===== config.mk =====
export PLATFORM = sky130hd
export DESIGN_NAME = scs_ctrl
export DESIGN_NICKNAME = d
export VERILOG_FILES = /design/src/hdl/scs_pkg.sv /design/src/hdl/scs_ctrl.sv
export SDC_FILE = /design/constraint.sdc
export NUM_CORES = 1
export LEC_CHECK = 0
export BUFFER_PORTS_ARGS = -buffer_cell sky130_fd_sc_hd__buf_2
export CAP_MARGIN = 20
export CORE_AREA = 2 2 39 41
export DETAILED_ROUTE_END_ITERATION = 16
export DIE_AREA = 0 0 41 43
export GPL_ROUTABILITY_DRIVEN = 1
export PLACE_DENSITY = 0.72
export SETUP_SLACK_MARGIN = 0.4
export SYNTH_ARGS = -nofsm -noshare
export SYNTH_HDL_FRONTEND = slang
export SYNTH_SLANG_ARGS = --single-unit

===== constraint.sdc =====
create_clock -name clock -period 3.5 [get_ports clock]
set_input_delay 0.35 -clock clock [delete_from_list [all_inputs] [get_ports clock]]
set_output_delay 0.35 -clock clock [all_outputs]
set_load 0.02 [all_outputs]

===== src/hdl/scs_pkg.sv =====
// Shared types, constants and lookup functions for the southbridge configuration space.
// Used by scs_ctrl, scs_datapath and southbridge_pci_config_space; depends on nothing.
package scs_pkg;

   localparam int RegSpace    = 256;
   localparam int NumFuncs    = 4;
   localparam int MemDepth    = RegSpace * NumFuncs;
   localparam int MemAw       = $clog2(MemDepth);
   localparam int DmaChannels = 8;
   localparam int DmaPageW    = 12;

   localparam logic [2:0] FUNC_BRIDGE = 3'd0;
   localparam logic [2:0] FUNC_IDE    = 3'd1;
   localparam logic [2:0] FUNC_USB    = 3'd2;
   localparam logic [2:0] FUNC_POWER  = 3'd3;

   localparam logic REQ_READ  = 1'b0;
   localparam logic REQ_WRITE = 1'b1;

   localparam logic [7:0] BRIDGE_W1C   = 8'hb0;
   localparam logic [7:0] IDE_W1C      = 8'hf1;
   localparam logic [7:0] USB_W1C      = 8'h78;
   localparam logic [7:0] IDE_CMD_MASK = 8'h85;
   localparam logic [7:0] USB_CMD_MASK = 8'h97;
   localparam logic [7:0] IDE_PI_SET   = 8'h8a;
   localparam logic [7:0] RESET_BITS   = 8'h81;
   localparam logic [7:0] CTRL47_MASK  = 8'hfe;

   typedef struct packed {
      logic       req_type;
      logic [2:0] func_sel;
      logic [7:0] reg_addr;
      logic [7:0] wdata;
   } scs_req_type;

   typedef struct packed {
      logic [7:0] rdata;
      logic       write_ignored;
      logic       cpu_reset_req;
      logic       pic_shadow_on;
      logic       elcr_on;
   } scs_rsp_type;

   typedef struct packed {
      logic              init_we;
      logic [MemAw-1:0]  init_addr;
      logic              capture;
      logic              exec;
   } scs_cmd_type;

   function automatic logic [7:0] default_byte(input logic [MemAw-1:0] idx);
      logic [7:0] v;
      v = 8'h00;
      case (idx)
         10'h000: v = 8'h06; 10'h001: v = 8'h11; 10'h002: v = 8'h96; 10'h003: v = 8'h05;
         10'h004: v = 8'h0f; 10'h007: v = 8'h02; 10'h00a: v = 8'h01; 10'h00b: v = 8'h06;
         10'h00e: v = 8'h80; 10'h02c: v = 8'h73; 10'h02d: v = 8'h72; 10'h02e: v = 8'h71;
         10'h02f: v = 8'h70; 10'h048: v = 8'h01; 10'h04a: v = 8'h04; 10'h04f: v = 8'h03;
         10'h050: v = 8'h24; 10'h059: v = 8'h04;
         10'h100: v = 8'h06; 10'h101: v = 8'h11; 10'h102: v = 8'h71; 10'h103: v = 8'h05;
         10'h104: v = 8'h80; 10'h106: v = 8'h80; 10'h107: v = 8'h02; 10'h109: v = 8'h85;
         10'h10a: v = 8'h01; 10'h10b: v = 8'h01; 10'h110: v = 8'hf0; 10'h111: v = 8'h01;
         10'h114: v = 8'hf4; 10'h115: v = 8'h03; 10'h118: v = 8'h70; 10'h119: v = 8'h01;
         10'h11c: v = 8'h74; 10'h11d: v = 8'h03; 10'h120: v = 8'h01; 10'h121: v = 8'hcc;
         10'h13c: v = 8'h0e; 10'h140: v = 8'h08; 10'h141: v = 8'h02; 10'h142: v = 8'h09;
         10'h143: v = 8'h3a; 10'h144: v = 8'h68; 10'h146: v = 8'hc0; 10'h148: v = 8'ha8;
         10'h149: v = 8'ha8; 10'h14a: v = 8'ha8; 10'h14b: v = 8'ha8; 10'h14c: v = 8'hff;
         10'h14e: v = 8'hff; 10'h14f: v = 8'hff; 10'h150: v = 8'h03; 10'h151: v = 8'h03;
         10'h152: v = 8'h03; 10'h153: v = 8'h03; 10'h161: v = 8'h02; 10'h169: v = 8'h02;
         10'h200: v = 8'h06; 10'h201: v = 8'h11; 10'h202: v = 8'h38; 10'h203: v = 8'h30;
         10'h207: v = 8'h02; 10'h20a: v = 8'h03; 10'h20b: v = 8'h0c; 10'h20d: v = 8'h16;
         10'h220: v = 8'h01; 10'h221: v = 8'h03; 10'h23d: v = 8'h04; 10'h260: v = 8'h10;
         10'h2c1: v = 8'h20;
         10'h300: v = 8'h06; 10'h301: v = 8'h11; 10'h302: v = 8'h50; 10'h303: v = 8'h30;
         10'h306: v = 8'h80; 10'h307: v = 8'h02; 10'h348: v = 8'h01; 10'h390: v = 8'h01;
         default: v = 8'h00;
      endcase
      return v;
   endfunction

   function automatic logic bridge_ro(input logic [7:0] a);
      return a < 8'h04 || a == 8'h05 || (a >= 8'h08 && a < 8'h40) || a == 8'h49 ||
             a == 8'h4b || (a >= 8'h51 && a < 8'h54) || (a >= 8'h5d && a < 8'h60) ||
             (a >= 8'h68 && a < 8'h6a) || a >= 8'h73;
   endfunction

   function automatic logic ide_ro(input logic [7:0] a);
      return a < 8'h04 || a == 8'h05 || a == 8'h08 || (a >= 8'h0a && a < 8'h0d) ||
             (a >= 8'h0e && a < 8'h10) || a == 8'h12 || a == 8'h16 || a == 8'h1a ||
             a == 8'h1e || (a >= 8'h22 && a < 8'h3c) || (a >= 8'h3e && a < 8'h40) ||
             a >= 8'h52;
   endfunction

   function automatic logic usb_ro(input logic [7:0] a);
      return a < 8'h04 || a == 8'h05 || a == 8'h06 || (a >= 8'h08 && a < 8'h0d) ||
             (a >= 8'h0e && a < 8'h20) || (a >= 8'h22 && a < 8'h3c) ||
             (a >= 8'h3e && a < 8'h40) || (a >= 8'h42 && a < 8'h44) ||
             (a >= 8'h46 && a < 8'hc0) || a >= 8'hc2;
   endfunction

   function automatic logic power_ro(input logic [7:0] a);
      return a < 8'h0d || (a >= 8'h0e && a < 8'h40) || a == 8'h43 || a == 8'h48 ||
             (a >= 8'h4a && a < 8'h50) || a >= 8'h54;
   endfunction

endpackage


===== src/hdl/scs_ctrl.sv =====
// Control state machine: initialization sweep, request capture, execute and response hold.
// Depends on scs_pkg for the command struct and memory address width.
module scs_ctrl (
   input  logic                clock,
   input  logic                reset,
   input  logic                req_valid,
   output logic                req_stall,
   output logic                rsp_valid,
   input  logic                rsp_stall,
   output scs_pkg::scs_cmd_type cmd
);

   localparam logic [1:0] ST_INIT = 2'd0;
   localparam logic [1:0] ST_IDLE = 2'd1;
   localparam logic [1:0] ST_EXEC = 2'd2;
   localparam logic [1:0] ST_RESP = 2'd3;

   logic [1:0]               state_ff, state_in;
   logic [scs_pkg::MemAw-1:0] sweep_ff, sweep_in;

   always_comb begin
      state_in = state_ff;
      sweep_in = sweep_ff;
      unique case (state_ff)
         ST_INIT: begin
            sweep_in = sweep_ff + 1'b1;
            if (sweep_ff == {scs_pkg::MemAw{1'b1}}) begin
               state_in = ST_IDLE;
            end
         end
         ST_IDLE: begin
            if (req_valid) begin
               state_in = ST_EXEC;
            end
         end
         ST_EXEC: state_in = ST_RESP;
         ST_RESP: begin
            if (!rsp_stall) begin
               state_in = ST_IDLE;
            end
         end
         default: state_in = ST_INIT;
      endcase
   end

   always_ff @(posedge clock) begin
      if (reset) begin
         state_ff <= ST_INIT;
         sweep_ff <= '0;
      end else begin
         state_ff <= state_in;
         sweep_ff <= sweep_in;
      end
   end

   assign req_stall     = (state_ff != ST_IDLE);
   assign rsp_valid     = (state_ff == ST_RESP);
   assign cmd.init_we   = (state_ff == ST_INIT);
   assign cmd.init_addr = sweep_ff;
   assign cmd.capture   = (state_ff == ST_IDLE) && req_valid;
   assign cmd.exec      = (state_ff == ST_EXEC);

endmodule


==> results.txt <==
* Outcome: finished, final reports clean
* Worst Path Class, Setup: reg2reg
- Total DRC errors in the routed layout: 0
- In this run the count of I/O pins placed on the die edge is 19.
* Setup skew after layout: 1.39 ps
- P&R area growth vs syn: 23.6%
* Average wire per standard cell: 11.5 um
* Post-Syn Nets: 75
- Final-layout fill cell count: 137
* Yosys warning total: 0
- Measured along the y axis, the die boundary spans 43 um.
- Worst setup EP type: flip-flop
* Die span in x: 41 um
- Sorting the synthesized cells by area gives the leading types as sky130_fd_sc_hd__dfxtp_1, sky130_fd_sc_hd__ha_1, sky130_fd_sc_hd__xor2_1.
- Master of the slowest instance on the critical path: sky130_fd_sc_hd__nor4b_1
* CTS tree: built
- Clk slew on worst S/H paths: 70 ps
* CTS Buffer Depth: 2
- Unrepaired setup endpoints after global routing: false
* Number of slew-limit violations in the final report: 0
* Post-detailed-routing wire length: 1190 um
* Total of cells resized after clock tree synthesis: 0
* Slew margin rel.: 0.744
- The count of nets left with antenna violations once routing finished came out at 0.
* Dominant cell type by area after synthesis: sky130_fd_sc_hd__dfxtp_1
- Half-perimeter wire length of the detailed placement result: 886 um
- The root buffer cell chosen for the clock tree is sky130_fd_sc_hd__clkbuf_4.
* Max-cap violations: 0
- CTS H-tree lvls: 1
- The first routing iteration left 6 violations.
- The total count of hold-check failures in the final report is 0.
- The number of antenna violations at the first check in global routing is 0.
- In this run, synthesis inferred 0 flip-flops with an integrated enable.
* Vias per Instance: 5.11
- Lkg Pwr: 0.359 nW
* Pre-antenna DRT Iters: 4
- Summed negative setup slack over all endpoints: 0 ps
* Post-synthesis register bit count: 12
- For this run, the share of the core covered by cells in the final layout is 0.541.
- Post-layout min period: 1760 ps
- IR analysis of the VDD net gives a maximum drop of 0.000245 V.
- Final setup violation count: 0
- Fmax: 567 MHz
- The total overflow left after global routing is 0.
* Routed via count: 526
- Skew-Pair Late Insertion Delay: 270 ps
- For this run, the leading register cell type out of synthesis is sky130_fd_sc_hd__dfxtp_1.
- The die covers 1760 um^2.
- In this run the cell area of the synthesized design comes to 606 um^2.
* Gr usage total: 0.166
- For the worst setup path, the data arrival time is 1920 ps.
- For this run, the register share of the synthesized area comes to 0.397.
* Largest net degree at the start of global routing: 15
- After synthesis, the netlist uses 21 different library cells.
- After synthesis, the share of flip-flops with an asynchronous set or reset is 0.
- Buffers inserted to repair hold after CTS numbered 0.
- Slowest stage delay, CP: 360 ps
- Startpoint class of the critical path: flip-flop
* First-pass GRT wire length: 1970 um
* Effective utilization at floorplan: 0.438
- Number of setup buffers added after CTS: 0
- In the final design database the tool counted 97 nets.
* Port Buf Inserts: 18
- The floorplan has 14 rows.
* Worst Hold Slack: 404 ps
- Traced cell by cell, the critical path runs through inv_1, ha_1, and3_1, nor4b_1, xnor2_1, nor2_1.
* Average cell area after synthesis: 9.18 um^2
- The tree built by TritonCTS fans out to 12 sinks.
* Slew @ Worst Pin: 378 ps
* Maximum fanout along the worst path: 7
* Number of antenna cells inserted: 0
- Of the available clock period, the critical path in the final layout requires 0.503.
* RePlAce Congestion: 0.728
* Via count of the first global-routing pass: 475
- In the final layout, the share of cells above drive strength 1 is 0.287.
- The path class of the tightest hold or removal check is in2reg.
- The share of synthesized area in the top cell type comes to 0.397.
* Endpoint required time on the critical path: 3660 ps
- Power density normalized to cell area: 462 nW/um^2
* Clock buffers created by TritonCTS: 3
- The total area inside the core boundary comes to 1380 um^2.
- Post-synthesis cell count: 66
## through the flow
| step | worst slack [ps] | power, W | std cells | cell area (um^2) |
|---|---|---|---|---|
| after floorplan | 1840 | 0.000218 | 66 | 606 |
| after global placement | 1770 | 0.000238 | 99 | 712 |
| after detailed placement | 1750 | 0.000241 | 99 | 712 |
| after CTS | 1740 | 0.000353 | 103 | 748 |
| after global routing | 1540 | 0.000368 | 103 | 748 |
| final | 1740 | 0.000345 | 103 | 748 |
## area by class of cell
class / count / area [um^2] / area share
multi-input combinational: 49 / 347 / 0.463
sequential: 12 / 240 / 0.321
timing repair buffer: 18 / 90.1 / 0.120
clock buffer: 4 / 36.3 / 0.0485
tap: 16 / 20.0 / 0.0268
inverter: 4 / 15.0 / 0.0201
## sequential cells by signal (all words and copies together) (netlist names)
register	cells
state_ff	2
sweep_ff	10
## synth_stat cells (all sizes together), types with 2 or more instances
cell and instances:
and3 2, ha 5, o21ai 2, a21oi 2
nand2b 2, dfxtp 12, nor2 10, xor2 5
xnor2 2, or3 2, inv 4, nand2 6
mux2i 2, nand4 4
## logic make-up after synthesis
logic type / Yosys count / synth area share
simple gates: 28 / 0.238
flops: 12 / 0.397
xor+xnor: 7 / 0.101
compound gates: 6 / 0.0723
buf+inv: 5 / 0.0310
fa+ha+maj: 5 / 0.103
mux: 3 / 0.0578
## report_power, final
part	internal, W	total, W	switching, W
Clock	0.0000632	0.000109	0.0000454
Sequential	0.000148	0.000161	0.0000135
Combinational	0.0000317	0.0000755	0.0000438
Total	0.000243	0.000345	0.000103
## path summary, 6_finish.rpt
check	start	to	slack (ps)	depth (start not counted)
min reg2reg	sweep_ff[8]$_SDFFE_PP0N_	sweep_ff[8]$_SDFFE_PP0N_	520	2
max	state_ff[0]$_SDFFE_PP0P_	sweep_ff[9]$_SDFFE_PP0N_	1740	6
min	reset	sweep_ff[1]$_SDFFE_PP0N_	400	2
max reg2reg	state_ff[0]$_SDFFE_PP0P_	sweep_ff[9]$_SDFFE_PP0N_	1740	6
## per-layer routing
| layer | GRT usage | part of all wire | vias to the layer above |
|---|---|---|---|
| met4 | 0.120 | 0.0076 | 0 |
| met5 | 0 | 0 | - |
| met2 | 0.253 | 0.49 | 12 |
| li1 | - | - | 266 |
| met3 | 0.0314 | 0.041 | 2 |
| met1 | 0.196 | 0.46 | 246 |
## cells in the final DEF, fill, tap and decap left out, drive strengths merged
master   n
or3      2
and2     1
clkbuf   4
xor2     5
nand2    6
xnor2    2
mux2i    2
o211ai   1
buf     18
nand2b   2
nand4    4
nor4b    1
inv      4
mux2     1
and3     2
nor2    10
ha       5
dfxtp   12
o21ai    2
a21oi    2
o41ai    1
## worst max-delay path: cells and delay by family (launching register included)
family | cells | cell delay [ps]
buf+inv | 1 | 100
xor+xnor | 1 | 170
simple gates | 3 | 700
flops | 1 | 340
fa+ha+maj | 1 | 340
(Power assumes the default switching activity.)
